[src/sv/bsed_pkg.sv]
`timescale 1ns / 1ps

package bsed_pkg;

	// Hold buffer: up to four held bytes plus the incoming one
	localparam int BUF_BYTES = 5;
	localparam int BUF_W     = BUF_BYTES * 8;

	// Configuration register indexes
	localparam int CFG_IDX_W = 1;
	localparam logic [CFG_IDX_W-1:0] CFG_INTERPRET = 1'b0;
	localparam logic [CFG_IDX_W-1:0] CFG_NEWLINE   = 1'b1;

	// Character codes
	localparam logic [7:0] CH_BSLASH = 8'h5C;
	localparam logic [7:0] CH_LOW_C  = 8'h63;
	localparam logic [7:0] CH_LOW_X  = 8'h78;
	localparam logic [7:0] CH_ZERO   = 8'h30;
	localparam logic [7:0] CH_SPACE  = 8'h20;
	localparam logic [7:0] CH_NL     = 8'h0A;
	localparam logic [7:0] CH_ESC    = 8'h1B;

	typedef struct packed {
		logic [7:0] in_byte;
		logic       byte_valid;
		logic       arg_end;
		logic       command_end;
	} in_item_t;

	typedef struct packed {
		logic [7:0] out_byte;
		logic       run_last;
	} out_item_t;

	// One decode step at the head of the hold buffer
	typedef struct packed {
		logic       hold;    // wait for more bytes
		logic       cut;     // \c seen: drop the rest of the argument
		logic [1:0] n_emit;  // bytes produced by this step
		logic [7:0] b0;
		logic [7:0] b1;
		logic [2:0] adv;     // bytes consumed
	} step_t;

	typedef enum logic [2:0] {
		ST_IDLE,
		ST_SCAN,
		ST_EMIT2,
		ST_FINISH,
		ST_FLUSH
	} state_t;

	// {ok, value}
	function automatic logic [4:0] hex_val(input logic [7:0] c);
		logic [7:0] d;
		d = 8'h00;
		if (c >= 8'h30 && c <= 8'h39) begin
			d = c - 8'h30;
			return {1'b1, d[3:0]};
		end else if (c >= 8'h61 && c <= 8'h66) begin
			d = c - 8'h57;
			return {1'b1, d[3:0]};
		end else if (c >= 8'h41 && c <= 8'h46) begin
			d = c - 8'h37;
			return {1'b1, d[3:0]};
		end
		return 5'b0_0000;
	endfunction

	// {ok, value}
	function automatic logic [3:0] oct_val(input logic [7:0] c);
		return {(c >= 8'h30 && c <= 8'h37), c[2:0]};
	endfunction

	// {ok, code} for the single-letter escapes
	function automatic logic [8:0] simple_code(input logic [7:0] c);
		logic [8:0] r;
		unique case (c)
			8'h61:   r = {1'b1, 8'h07};
			8'h62:   r = {1'b1, 8'h08};
			8'h65:   r = {1'b1, CH_ESC};
			8'h45:   r = {1'b1, CH_ESC};
			8'h66:   r = {1'b1, 8'h0C};
			8'h6E:   r = {1'b1, CH_NL};
			8'h72:   r = {1'b1, 8'h0D};
			8'h74:   r = {1'b1, 8'h09};
			8'h76:   r = {1'b1, 8'h0B};
			8'h5C:   r = {1'b1, CH_BSLASH};
			default: r = 9'h000;
		endcase
		return r;
	endfunction

endpackage

[src/sv/bsed_chan_if.sv]
`timescale 1ns / 1ps

interface bsed_chan_if #(
	parameter type payload_t = logic
) ();
	logic     valid;
	logic     ready;
	payload_t data;

	modport source (output valid, output data, input ready);
	modport sink   (input valid, input data, output ready);
endinterface

[src/sv/backslash_escape_decoder.sv]
// Sequencing: an item is taken in ST_IDLE; the sequencer then runs ST_SCAN for each decode
//   step, ST_EMIT2 for the second byte of a two-byte step, ST_SCAN again to find the buffer
//   empty or held, ST_FINISH to close the item and ST_FLUSH to release the final beat.
// Throughput: one item at a time; output stalls hold the sequencer. The final beat waits
//   in the output register while the next item is taken.
// Reset (arst_n low, asynchronous): nothing held, no cut pending, no space owed,
//   escapes off, newline on; there is no clearing pass.
`timescale 1ns / 1ps

module backslash_escape_decoder (
	input  logic                             clk,
	input  logic                             arst_n,
	input  logic                             cfg_we,
	input  logic [bsed_pkg::CFG_IDX_W-1:0]   cfg_idx,
	input  logic                             cfg_wdata,
	bsed_chan_if.sink                        in_chan,
	bsed_chan_if.source                      out_chan
);
	import bsed_pkg::*;

	// Configuration
	logic interpret_q;
	logic newline_q;

	// Sequencer and item state
	state_t     state_q, state_d;
	logic [2:0] n_q;         // bytes in the hold buffer
	logic [BUF_W-1:0] buf_q; // byte 0 at the top
	logic       discard_q;   // \c seen in this argument
	logic       seen_q;      // a space is owed before the next argument
	logic       end_q;
	logic       cmd_q;
	logic [7:0] b1_q;        // second byte of a two-byte step

	// One-beat staging: a beat waits here until we know whether it is the last
	logic [7:0] stg_q;
	logic       stg_v_q;

	// Output register
	logic [7:0] out_byte_q;
	logic       run_last_q;
	logic       out_valid_q;

	step_t step;
	logic  accept;
	logic  take;
	logic  go;

	// Control from the output decode
	logic       emit_en;
	logic [7:0] emit_b;
	logic       push_en;
	logic       push_last;
	logic       adv_en;
	logic       load_b1;
	logic       cut_en;
	logic       close_en;

	bsed_step u_step (
		.win    (buf_q),
		.n      (n_q),
		.at_end (end_q),
		.interp (interpret_q),
		.step   (step)
	);

	assign in_chan.ready = (state_q == ST_IDLE);
	assign accept        = in_chan.valid && in_chan.ready;
	assign take          = in_chan.data.byte_valid && !discard_q;

	// Advance only when a staged beat has somewhere to go
	assign go = !stg_v_q || !out_valid_q || out_chan.ready;

	assign out_chan.valid         = out_valid_q;
	assign out_chan.data.out_byte = out_byte_q;
	assign out_chan.data.run_last = run_last_q;

	// Next state
	always_comb begin
		state_d = state_q;
		unique case (state_q)
			ST_IDLE: begin
				if (accept) state_d = ST_SCAN;
			end
			ST_SCAN: begin
				if (n_q == 3'd0 || step.hold || step.cut) begin
					state_d = ST_FINISH;
				end else if (go && step.n_emit == 2'd2) begin
					state_d = ST_EMIT2;
				end
			end
			ST_EMIT2: begin
				if (go) state_d = ST_SCAN;
			end
			ST_FINISH: begin
				if (go) state_d = ST_FLUSH;
			end
			ST_FLUSH: begin
				if (go) state_d = ST_IDLE;
			end
			default: state_d = ST_IDLE;
		endcase
	end

	// Outputs of the sequencer
	always_comb begin
		emit_en   = 1'b0;
		emit_b    = step.b0;
		push_last = 1'b0;
		adv_en    = 1'b0;
		load_b1   = 1'b0;
		cut_en    = 1'b0;
		close_en  = 1'b0;
		unique case (state_q)
			ST_IDLE: begin
			end
			ST_SCAN: begin
				if (n_q == 3'd0 || step.hold) begin
					// leave the held bytes where they are
				end else if (step.cut) begin
					cut_en = 1'b1;
				end else if (go) begin
					emit_en = (step.n_emit != 2'd0);
					adv_en  = 1'b1;
					load_b1 = (step.n_emit == 2'd2);
				end
			end
			ST_EMIT2: begin
				emit_en = go;
				emit_b  = b1_q;
			end
			ST_FINISH: begin
				close_en = go && end_q;
				emit_en  = go && end_q && cmd_q && newline_q;
				emit_b   = CH_NL;
			end
			ST_FLUSH: begin
				push_last = go && stg_v_q;
			end
			default: begin
			end
		endcase
	end

	// A new beat pushes the staged one out; the flush pushes it as last
	assign push_en = (emit_en && stg_v_q) || push_last;

	always_ff @(posedge clk or negedge arst_n) begin
		if (!arst_n) begin
			interpret_q <= 1'b0;
			newline_q   <= 1'b1;
		end else if (cfg_we) begin
			unique case (cfg_idx)
				CFG_INTERPRET: interpret_q <= cfg_wdata;
				CFG_NEWLINE:   newline_q   <= cfg_wdata;
				default: begin
				end
			endcase
		end
	end

	always_ff @(posedge clk or negedge arst_n) begin
		if (!arst_n) begin
			state_q   <= ST_IDLE;
			n_q       <= 3'd0;
			discard_q <= 1'b0;
			seen_q    <= 1'b0;
			stg_v_q   <= 1'b0;
		end else begin
			state_q <= state_d;
			if (accept) begin
				n_q <= n_q + {2'b00, take};
				if (seen_q) begin
					seen_q  <= 1'b0;
					stg_v_q <= 1'b1;
				end
			end
			if (adv_en) n_q <= n_q - step.adv;
			if (cut_en) begin
				n_q       <= 3'd0;
				discard_q <= 1'b1;
			end
			if (close_en) begin
				n_q       <= 3'd0;
				discard_q <= 1'b0;
				seen_q    <= !cmd_q;
			end
			if (emit_en) stg_v_q <= 1'b1;
			if (push_last) stg_v_q <= 1'b0;
		end
	end

	// Payload: hold buffer, flags of the current item, staged beat
	always_ff @(posedge clk) begin
		if (accept) begin
			end_q <= in_chan.data.arg_end || in_chan.data.command_end;
			cmd_q <= in_chan.data.command_end;
			for (int i = 0; i < BUF_BYTES; i++) begin
				if (take && n_q == 3'(i)) buf_q[BUF_W-1-8*i -: 8] <= in_chan.data.in_byte;
			end
			if (seen_q) stg_q <= CH_SPACE;
		end
		if (adv_en) buf_q <= buf_q << {step.adv, 3'b000};
		if (load_b1) b1_q <= step.b1;
		if (emit_en) stg_q <= emit_b;
	end

	always_ff @(posedge clk or negedge arst_n) begin
		if (!arst_n) begin
			out_valid_q <= 1'b0;
		end else if (push_en) begin
			out_valid_q <= 1'b1;
		end else if (out_chan.ready) begin
			out_valid_q <= 1'b0;
		end
	end

	always_ff @(posedge clk) begin
		if (push_en) begin
			out_byte_q <= stg_q;
			run_last_q <= push_last;
		end
	end

`ifndef SYNTHESIS
	a_idle_stage_empty: assert property (@(posedge clk) disable iff (!arst_n)
		state_q == ST_IDLE |-> !stg_v_q)
		else $error("staged beat left over at idle");

	a_held_fits: assert property (@(posedge clk) disable iff (!arst_n)
		state_q == ST_IDLE |-> n_q <= 3'd4)
		else $error("more than four bytes held");

	a_held_starts_escape: assert property (@(posedge clk) disable iff (!arst_n)
		(state_q == ST_IDLE && n_q != 3'd0) |-> buf_q[BUF_W-1 -: 8] == CH_BSLASH)
		else $error("held bytes do not start with a backslash");

	a_no_overwrite: assert property (@(posedge clk) disable iff (!arst_n)
		(push_en && out_valid_q) |-> out_chan.ready)
		else $error("output beat overwritten while stalled");

	a_cut_clears_buffer: assert property (@(posedge clk) disable iff (!arst_n)
		cut_en |=> (n_q == 3'd0 && discard_q))
		else $error("cut did not drop the buffer");
`endif

endmodule

[src/sv/bsed_step.sv]
`timescale 1ns / 1ps

module bsed_step (
	input  logic [bsed_pkg::BUF_W-1:0] win,
	input  logic [2:0]                 n,
	input  logic                       at_end,
	input  logic                       interp,
	output bsed_pkg::step_t            step
);
	import bsed_pkg::*;

	logic [7:0] c, k, e2, e3, e4;
	logic [8:0] sc;
	logic [4:0] h1, h2;
	logic [3:0] d1, d2, d3;

	assign c  = win[BUF_W-1 -: 8];
	assign k  = win[BUF_W-9 -: 8];
	assign e2 = win[BUF_W-17 -: 8];
	assign e3 = win[BUF_W-25 -: 8];
	assign e4 = win[BUF_W-33 -: 8];
	assign sc = simple_code(k);
	assign h1 = hex_val(e2);
	assign h2 = hex_val(e3);
	assign d1 = oct_val(e2);
	assign d2 = oct_val(e3);
	assign d3 = oct_val(e4);

	always_comb begin
		step = '0;
		priority if (!interp || c != CH_BSLASH) begin
			step.n_emit = 2'd1;
			step.b0     = c;
			step.adv    = 3'd1;
		end else if (n < 3'd2) begin
			if (!at_end) begin
				step.hold = 1'b1;
			end else begin
				step.n_emit = 2'd1;
				step.b0     = CH_BSLASH;
				step.adv    = 3'd1;
			end
		end else if (sc[8]) begin
			step.n_emit = 2'd1;
			step.b0     = sc[7:0];
			step.adv    = 3'd2;
		end else if (k == CH_LOW_C) begin
			step.cut = 1'b1;
		end else if (k == CH_LOW_X) begin
			if (n < 3'd4 && !at_end) begin
				step.hold = 1'b1;
			end else if (n < 3'd4 || !h1[4]) begin
				step.n_emit = 2'd2;
				step.b0     = CH_BSLASH;
				step.b1     = k;
				step.adv    = 3'd2;
			end else if (!h2[4]) begin
				step.n_emit = 2'd1;
				step.b0     = {4'h0, h1[3:0]};
				step.adv    = 3'd3;
			end else begin
				// drop values of 128 and up
				step.n_emit = h1[3] ? 2'd0 : 2'd1;
				step.b0     = {h1[3:0], h2[3:0]};
				step.adv    = 3'd4;
			end
		end else if (k == CH_ZERO) begin
			if (n < 3'd5 && !at_end) begin
				step.hold = 1'b1;
			end else if (n < 3'd5 || !d1[3]) begin
				step.n_emit = 2'd2;
				step.b0     = CH_BSLASH;
				step.b1     = k;
				step.adv    = 3'd2;
			end else if (!d2[3]) begin
				step.n_emit = 2'd1;
				step.b0     = {5'h00, d1[2:0]};
				step.adv    = 3'd3;
			end else if (!d3[3]) begin
				step.n_emit = 2'd1;
				step.b0     = {2'b00, d1[2:0], d2[2:0]};
				step.adv    = 3'd4;
			end else begin
				step.n_emit = (d1[2:1] != 2'b00) ? 2'd0 : 2'd1;
				step.b0     = {1'b0, d1[0], d2[2:0], d3[2:0]};
				step.adv    = 3'd5;
			end
		end else begin
			step.n_emit = 2'd2;
			step.b0     = CH_BSLASH;
			step.b1     = k;
			step.adv    = 3'd2;
		end
	end

endmodule

[src/flat_wrapper.sv]
// flat-port wrapper written by rule: the top's interface ports become plain ports
module backslash_escape_decoder_flat import bsed_pkg::*;
  (clk, arst_n, cfg_we, cfg_idx, cfg_wdata, in_chan_valid, in_chan_data, in_chan_ready, out_chan_valid, out_chan_data, out_chan_ready);
  bsed_chan_if #(.payload_t(in_item_t)) in_chan_i ();
  bsed_chan_if #(.payload_t(out_item_t)) out_chan_i ();
  input  logic clk;
  input  logic arst_n;
  input  logic cfg_we;
  input  logic [bsed_pkg::CFG_IDX_W-1:0] cfg_idx;
  input  logic cfg_wdata;
  input wire logic [$bits(in_chan_i.valid)-1:0] in_chan_valid;
  input wire logic [$bits(in_chan_i.data)-1:0] in_chan_data;
  output wire logic [$bits(in_chan_i.ready)-1:0] in_chan_ready;
  output wire logic [$bits(out_chan_i.valid)-1:0] out_chan_valid;
  output wire logic [$bits(out_chan_i.data)-1:0] out_chan_data;
  input wire logic [$bits(out_chan_i.ready)-1:0] out_chan_ready;
  assign in_chan_i.valid = in_chan_valid;
  assign in_chan_i.data = in_chan_data;
  assign in_chan_ready = in_chan_i.ready;
  assign out_chan_valid = out_chan_i.valid;
  assign out_chan_data = out_chan_i.data;
  assign out_chan_i.ready = out_chan_ready;
  backslash_escape_decoder u_core (.clk(clk), .arst_n(arst_n), .cfg_we(cfg_we), .cfg_idx(cfg_idx), .cfg_wdata(cfg_wdata), .in_chan(in_chan_i), .out_chan(out_chan_i));
endmodule
[config.mk]
export PLATFORM = sky130hd
export DESIGN_NAME = backslash_escape_decoder_flat
export DESIGN_NICKNAME = d
export VERILOG_FILES = /design/src/sv/bsed_pkg.sv /design/src/sv/bsed_chan_if.sv /design/src/sv/backslash_escape_decoder.sv /design/src/sv/bsed_step.sv /design/src/flat_wrapper.sv
export SDC_FILE = /design/constraint.sdc
export NUM_CORES = 1
export LEC_CHECK = 0
export BUFFER_PORTS_ARGS = -buffer_cell sky130_fd_sc_hd__buf_2
export CAP_MARGIN = 5
export CORE_MARGIN = 4
export CORE_UTILIZATION = 55
export DETAILED_ROUTE_END_ITERATION = 8
export GPL_TIMING_DRIVEN = 0
export PLACE_DENSITY = 0.72
export SLEW_MARGIN = 20
export SYNTH_ARGS = -nofsm -noshare
export SYNTH_HDL_FRONTEND = slang
export SYNTH_HIERARCHICAL = 1
export SYNTH_SLANG_ARGS = --single-unit
[constraint.sdc]
create_clock -name clk -period 12.6 [get_ports clk]
set_clock_uncertainty 0.2 [all_clocks]
set_input_delay 2.52 -clock clk [delete_from_list [all_inputs] [get_ports clk]]
set_output_delay 2.52 -clock clk [all_outputs]
set_load 0.1 [all_outputs]
==> Word level (Yosys, flattened, before mapping) <==
Cells that the tools add are included.
{ "totals": {"regBits": 79, "input_bits": 18, "output_inout_bits": 11, "elab_cells": 249} }
{ "op_classes": {"add_sub_neg": 8, "n_lt_le_gt_ge": 19, "n_eq_ne": 28, "shift": 1, "n_mux": 102, "bitwise_logic": 1, "n_reduce_logical": 71} }
{ "op_table": {"columns": ["operator", "count"], "rows": [
  ["two-way mux 21 bit", 5],
  ["== test 8 x 7 -> 1 bit, second input constant", 12],
  ["case mux 9 bit (9 select lines)", 1],
  ["two-way mux 40 bit", 2],
  ["two-way mux 8 bit", 10],
  ["two-way mux 3 bit", 17],
  ["two-way mux 10 bit", 5],
  ["two-way mux 1 bit", 45],
  ["<= comparator 8 x 6 -> 1 bit, second input constant", 5],
  ["two-way mux 5 bit", 8],
  ["<< shifter 40 x 6 -> 40 bit", 1],
  ["two-way mux 9 bit", 4],
  ["greater-or-equal comparator 8 x 7 -> 1 bit, second input constant", 4],
  ["<= comparator 8 x 7 -> 1 bit, second input constant", 4],
  ["nonzero test 2 bit", 13],
  ["greater-or-equal comparator 8 x 6 -> 1 bit, second input constant", 3],
  ["logical AND 1 bit", 24],
  ["AND reduction 2 bit", 9],
  ["case mux 8 bit (2 select lines)", 1],
  ["subtractor 4 x 3 -> 4 bit, second input constant", 4],
  ["case mux 3 bit (5 select lines)", 1],
  ["== test 3 x 2 -> 1 bit, second input constant", 4],
  ["logical OR 1 bit", 9],
  ["== test 8 x 6 -> 1 bit, second input constant", 1],
  ["22 further kinds", 38]
]} }

==> Logic depth before layout (Yosys ltp) <==
Gate-level depths: netlist (run 1).
{ "depth": {"ltp_word": 23, "depth_mapped": 18, "mapped_depth_nobuf": 17} }

==> By module <==
Netlist (run 1), hierarchy kept.
{ "modules_own_cells": {"columns": ["mod", "instances", "cells_each", "area_per_inst_um2"], "rows": [
  ["backslash_escape_decoder", 1, 327, 3844.9],
  ["bsed_step", 1, 202, 1427.6]
]} }

==> Worst setup path after synthesis (run 1) <==
Ideal clock, no wire load.
{ "synth_path": {"path_kind": "input port to flip-flop", "start": "in out_chan_ready", "end": "reg u_core.n_q[2]", "setup_time_ps": 134, "arrival_time_ps": 4377, "t_required_ps": 12266, "slack_ps": 7889, "path_stages": 9, "path_buffers": 1, "path_cell_list": "nand3b_1 -> nand4_2 -> clkbuf_1 -> a21oi_1 -> fa_1 -> xor2_1 -> xnor2_1 -> a21oi_1 -> o211ai_1"} }
{ "synth_via": {"elab_chain_len": 8, "word_cells_on_any_way": 11, "cone_classes": "8 x mux; 3 x reduce/logical"} }
{ "synth_rtl": {"columns": ["element", "line", "rtl"], "rows": [
  ["start, declared", "flat_wrapper.sv:16", "input wire logic [$bits(out_chan_i.ready)-1:0] out_chan_ready;"],
  ["logical OR 1 bit (*)", "backslash_escape_decoder.sv:72", "assign go = !stg_v_q || !out_valid_q || out_chan.ready;"],
  ["two-way mux 1 bit", "backslash_escape_decoder.sv:122", "end else if (go) begin"],
  ["two-way mux 1 bit", "backslash_escape_decoder.sv:120", "end else if (step.cut) begin"],
  ["two-way mux 1 bit", "backslash_escape_decoder.sv:118", "if (n_q == 3'd0 || step.hold) begin"],
  ["two-way mux 1 bit", "backslash_escape_decoder.sv:114", "unique case (state_q)"],
  ["two-way mux 3 bit", "backslash_escape_decoder.sv:178", "if (adv_en) n_q <= n_q - step.adv;"],
  ["two-way mux 3 bit", "backslash_escape_decoder.sv:179", "if (cut_en) begin"],
  ["two-way mux 3 bit", "backslash_escape_decoder.sv:183", "if (close_en) begin"],
  ["end signal, assigned", "backslash_escape_decoder.sv:172", "n_q <= n_q + {2'b00, take};"],
  ["end signal, assigned", "backslash_escape_decoder.sv:178", null],
  ["end, declared", "backslash_escape_decoder.sv:27", "logic [2:0] n_q;"]
]} }
Every way passes the cells marked *; elsewhere a longest branch is shown, timed or not.
A chain may end at the register's enable or synchronous reset.

==> results.ini, run 1 <==
[final_layout]
area_growth_pct = 9.28
n_fill_cell = 828
layout-drive-gt1-share = 0.190
final_common_cell = edfxtp_1
antenna_cells = 0
fin_util = 0.621
layout_common_cells = 67 x edfxtp_1, 57 x nor2_1, 46 x o21ai_0
fin_nets = 596

[power_and_ir_drop]
irDropWorstVdd_v = 0.000197
switchingPower_uw = 817
pwr-share-seq = 0.378
power_leakage_uw = 0.00213
p_int_uw = 832
p_sw_frac = 0.495
powerDensity_nw_per_um2 = 286
p_clk_frac = 0.113
combPwrFrac = 0.509

[clock_network]
cts.path.max_buffers = 2
cts_sinks = 79
cts_buffers = 9
htreeDepth = 3
post_cts_buffers = 0
hold_buffers = 0
clk_latency_ps = 350
cts_tree = yes
cts-resized-gates = 0
cts_root_buffer = clkbuf_8
cts.clk_slew.worst_paths_ps = 90

[timing]
slew_viol_final = 0
period_needed_ps = 4830
tightest_slew_ps = 1030
max_slew_margin = 0.311
fin_crit_sh = 0.384
rsz0062_at_grt = no
timing.fmax_ghz = 0.207
hold_viol = 0
finalSetupViolations = 0
fin_tns_setup_ps = 0

[drt]
viasPerCell = 6.42
wl_per_cell_um = 20.5
ant_nets = 0
wirelength_um = 14400
drc = 0
num_vias = 4505
drtIter0Drc = 548
drtPass1Iterations = 5

[status]
outcome = finished, final reports clean

[setup_path]
reg2reg_to = u_core/n_q[2]$_DFFE_PN0P_
worstPathRequired_ps = 12610
path_max_fanout = 10
critPathKind = reg -> reg
r2r_start = u_core/buf_q[8]$_DFFE_PP_
r2r_setup_slack_ps = 7770
reg2reg_depth = 17
crit_arrival_ps = 4850
start_kind = register
critPathCaptureType = register

[hold_path]
hold_depth = 0
min_path_type = reg -> reg
hp-start = u_core/stg_q[4]$_SDFFCE_PN0P_
whs_endpoint = u_core/out_byte_q[4]$_DFFE_PP_

[synthesis]
synth_mux_area_frac = 0.0460
synth_fa_ha_area_frac = 0.0252
synth.avg_cell_area_um2 = 9.97
yosysWarnings = 6
synth-main-ff-cell = edfxtp_1
synth-edff-count = 67
synth_top_family_by_area = compound AO/OA/AOI/OAI gates
synthSimpleGateAreaFrac = 0.219
synth_xor_area_frac = 0.00664
synthCells = 529
ys_seq_area_frac = 0.439
synth_cell_types = 93
synth_compound_area_frac = 0.225
synth_seq_cells = 79
async_flop_share = 0.152
synth_nets = 557
netlist_area_um2 = 5270

[global_routing]
grt_pass1_wl_um = 22800
grt_antenna_before_repair = 0
grt_pass1_vias = 4235
grt_overflow = 0
grt_start_max_net_pins = 14
track_usage = 0.262

[job]
drv_cap = 0

[floorplanning]
start_util = 0.568
boundaryPins = 29
die_w_um = 106
die_h_um = 106
dieArea_um2 = 11200
coreArea_um2 = 9280
rows = 35

[place]
gp_congestion = 0.980
numPortBuffers = 28
dp_hpwl_um = 10800

## final cells by class
type	count	area, um^2	area share
Tap cell	129	161	0.0280
Timing Repair Buffer	28	140	0.0243
Buffer	25	150	0.0261
Clock buffer	10	128	0.0221
Sequential cell	79	2310	0.402
Clock inverter	6	60.1	0.0104
Multi-Input combinational cell	410	2750	0.478
Inverter	15	57.6	0.00999
## how the worst max path moves through the flow
stage	startpoint	endpoint	slack, ps
2_1_floorplan	out_chan_ready	u_core/n_q[2]$_DFFE_PN0P_	7890
3_3_place_gp	out_chan_ready	u_core/n_q[2]$_DFFE_PN0P_	7460
5_1_grt	u_core/buf_q[8]$_DFFE_PP_	u_core/n_q[2]$_DFFE_PN0P_	7530
4_1_cts	out_chan_ready	u_core/n_q[2]$_DFFE_PN0P_	7800
6_report	u_core/buf_q[8]$_DFFE_PP_	u_core/n_q[2]$_DFFE_PN0P_	7770
3_5_place_dp	out_chan_ready	u_core/n_q[2]$_DFFE_PN0P_	7400
## power by group through the flow
| stage | clock network (uW) | logic [uW] | registers, uW |
|---|---|---|---|
| after floorplan | 0 | 543 | 667 |
| after global placement | 0 | 812 | 619 |
| after detailed placement | 0 | 830 | 621 |
| after CTS | 192 | 833 | 617 |
| after global routing | 205 | 911 | 634 |
| final | 186 | 839 | 624 |
## through the flow
stage	setup WS, ps	area, um^2	total power, uW	hold slack [ps]	std cells
2_1_floorplan	7890	5270	1210	200	529
3_3_place_gp	7460	5570	1430	200	686
3_5_place_dp	7400	5570	1450	208	686
4_1_cts	7800	5760	1640	213	702
5_1_grt	7530	5760	1750	219	702
6_report	7770	5760	1650	215	702
## flip-flops by register name, summed over array words and instances (netlist names)
name                   cells
u_core/b1_q                8
u_core/buf_q              40
u_core/cmd_q               1
u_core/discard_q           1
u_core/end_q               1
u_core/interpret_q         1
u_core/n_q                 3
u_core/newline_q           1
u_core/out_byte_q          8
u_core/out_chan.valid      1
u_core/run_last_q          1
u_core/seen_q              1
u_core/state_q             3
u_core/stg_q               8
u_core/stg_v_q             1
## critical path: stages, from the launching register on
cell and delay, ps:
edfxtp_1 540, inv_1 180, ha_1 190, or3b_2 440, nand4_1 210, o21ai_0 350, nand4_1 240, nand2_1 60
nor2_1 210, clkinv_1 370, clkbuf_1 360, nor2_1 230, a21oi_1 80, fa_1 420, xor2_1 270, xnor2_1 110
a21oi_1 140, o211ai_1 90
## cells in the mapped netlist, types with 3 or more instances
cell type   n  area, um^2
nor3_1      9        45.0
o211ai_1    4        30.0
buf_6       3        33.8
or3b_2      3        26.3
and2_1      6        37.5
buf_2       9        45.0
buf_4       3        22.5
a31oi_1     3        18.8
a22o_1      9        78.8
and3_1      5        31.3
mux2_2     10         113
or2_2       3        18.8
o221ai_1    3        26.3
nand4_1     6        37.5
ha_1        9         113
dfrtp_1    11         275
nor4_1      4        25.0
o21a_1      8        60.1
clkbuf_1    6        22.5
nor2_1     57         214
mux2i_1    13         130
o31ai_1     4        30.0
nand3_1     9        45.0
edfxtp_1   67        2010
nand2_1    39         146
nor3b_1    12        90.1
a21oi_1    44         220
a211oi_1    6        45.0
o21ai_0    49         245
and4bb_2    3        37.5
inv_1      13        48.8
nor2b_1     4        25.0
a22oi_1    16         120
## kinds of logic after synthesis
kind of cell               Yosys count
muxes                               23
xor gates and xnor gates             4
and+or+nand+nor                    197
adders and majority gates           10
DFF                                 79
AOI/OAI and AO/OA                  176
buffers and inverters               40
## layer usage
layer,vias to the layer above,GRT usage,share of wire
met2,244,0.417,0.46
met3,15,0.0328,0.095
met4,0,0.0731,0.013
met1,2159,0.381,0.44
li1,2087,-,-
met5,-,0,0
No activity file was read; power rests on OpenSTA's default activity.
==> run 2, diff against run 1 <==
- clock period: 12.6 -> 5 ns (I/O delays scaled with it)
==> results.ini, run 2 (synthesized netlist as in run 1, its figures left out) <==
[drt]
drtPass1Iterations = 6
viasPerCell = 6.41
wl_per_cell_um = 20.5
drtIter0Drc = 548
wirelength_um = 14400
drc = 0
num_vias = 4500
ant_nets = 0

[global_routing]
grt_pass1_wl_um = 22800
grt_antenna_before_repair = 0
grt_overflow = 0
track_usage = 0.262
grt_pass1_vias = 4235
grt_start_max_net_pins = 14

[setup_path]
critPathCaptureType = register
critPathKind = reg -> reg
cpLargestDelayFamily = simple AND/OR/NAND/NOR gates
path_max_fanout = 10
worstPathRequired_ps = 5020
cp_slowest_stage_delay_ps = 540
start_kind = register
crit_arrival_ps = 4720
critPathBufInv = 3
crit_path_cell_trace = inv_1 > ha_1 > or3b_2 > nand4_1 > o21ai_1 > nand4_1 > nand2_1 > nor2_1 > clkinv_1 > clkbuf_1 > nor2_1 > a21oi_1 > fa_1 > xor2_1 > xnor2_1 > a21oi_1 > o211ai_1
slowest_stage = edfxtp_1

[final_layout]
fin_util = 0.621
fin_area_um2 = 5760
layout_common_cells = 67 x edfxtp_1, 57 x nor2_1, 45 x o21ai_0
regMostFlops = u_core/buf_q
n_fill_cell = 828
layout.cells.non_filler = 702
area_growth_pct = 9.28
layout-drive-gt1-share = 0.190
largest_reg_flops = 40
fin_nets = 596
final_common_cell = edfxtp_1
antenna_cells = 0

[clock_network]
cts_root_buffer = clkbuf_8
htreeDepth = 3
cts_buffers = 9
cts.path.max_buffers = 2
cts_sinks = 79
hold_buffers = 0
cts_tree = yes
cts-resized-gates = 0
cts.clk_slew.worst_paths_ps = 90
clk_latency_ps = 350
post_cts_buffers = 0

[floorplanning]
die_h_um = 106
coreArea_um2 = 9280
start_util = 0.568
boundaryPins = 29
dieArea_um2 = 11200
rows = 35
die_w_um = 106

[timing]
timing.fmax_ghz = 0.213
rsz0062_at_grt = no
hold_viol = 0
setup_ws_ps = 299
fin_crit_sh = 0.940
fin_tns_setup_ps = 0
period_needed_ps = 4700
finalSetupViolations = 0
tightest_slew_ps = 1030
slew_viol_final = 0
max_slew_margin = 0.311

[place]
gp_congestion = 0.980
numPortBuffers = 28
placed_area_um2 = 5570
dp_worst_setup_slack_ps = 339
dpl.cell_count = 686
dp_hpwl_um = 10800

[power_and_ir_drop]
irDropWorstVdd_v = 0.000496
powerDensity_nw_per_um2 = 722
power_leakage_uw = 0.00213

[status]
outcome = finished, final reports clean

[job]
drv_cap = 0

[hold_path]
min_path_type = reg -> reg

-- run 2: cell counts in the layout (fill, tap and decap cells not counted) --
No cell type changed its count.
-- run 2: final timing paths --
check	startpoint	end	slack, ps	cells past startpoint
setup / recovery	u_core/buf_q[8]$_DFFE_PP_	u_core/n_q[2]$_DFFE_PN0P_	300	17
hold / removal	u_core/stg_q[4]$_SDFFCE_PN0P_	u_core/out_byte_q[4]$_DFFE_PP_	220	0
setup reg to reg	u_core/buf_q[8]$_DFFE_PP_	u_core/n_q[2]$_DFFE_PN0P_	300	17
hold reg to reg	u_core/stg_q[4]$_SDFFCE_PN0P_	u_core/out_byte_q[4]$_DFFE_PP_	220	0
max in group asynchronous	arst_n	u_core/newline_q$_DFFE_PN1P_	4010	1
min in group asynchronous	arst_n	u_core/out_chan.valid$_DFFE_PN0P_	320	1
-- run 2: final cells by class --
type / instances / area, um^2 / area share
Clock inverter: 6 / 60.1 / 0.0104
Inverter: 15 / 57.6 / 0.00999
Multi-Input combinational cell: 410 / 2750 / 0.478
Clock buffer: 10 / 128 / 0.0221
Buffer: 25 / 150 / 0.0261
Timing Repair Buffer: 28 / 140 / 0.0243
Tap cell: 129 / 161 / 0.0280
Sequential cell: 79 / 2310 / 0.402
-- run 2: report_power, final --
part | internal, uW | switching (uW) | total (uW)
Clock | 230 | 240 | 470
Sequential | 1200 | 371 | 1570
Combinational | 669 | 1450 | 2120
Total | 2100 | 2060 | 4160
-- run 2: stage by stage --
stage	hold WS [ps]	total power, uW
2_1_floorplan	200	3050
4_1_cts	213	4140
5_1_grt	219	4410
3_5_place_dp	208	3660
6_report	215	4160
3_3_place_gp	200	3610
-- run 2: layer usage --
layer,track usage,vias up,wire (um)
met5,0,-,0
met4,0.0731,0,187
met3,0.0328,16,1220
met2,0.417,219,6580
met1,0.381,2177,6430
li1,-,2088,-
-- run 2: worst register-to-register path, cell delays in order (launching register included) --
cell and delay (ps):
edfxtp_1 540, inv_1 180, ha_1 190, or3b_2 440, nand4_1 210, o21ai_1 250
nand4_1 200, nand2_1 60, nor2_1 220, clkinv_1 370, clkbuf_1 360, nor2_1 230
a21oi_1 80, fa_1 420, xor2_1 270, xnor2_1 110, a21oi_1 140, o211ai_1 90
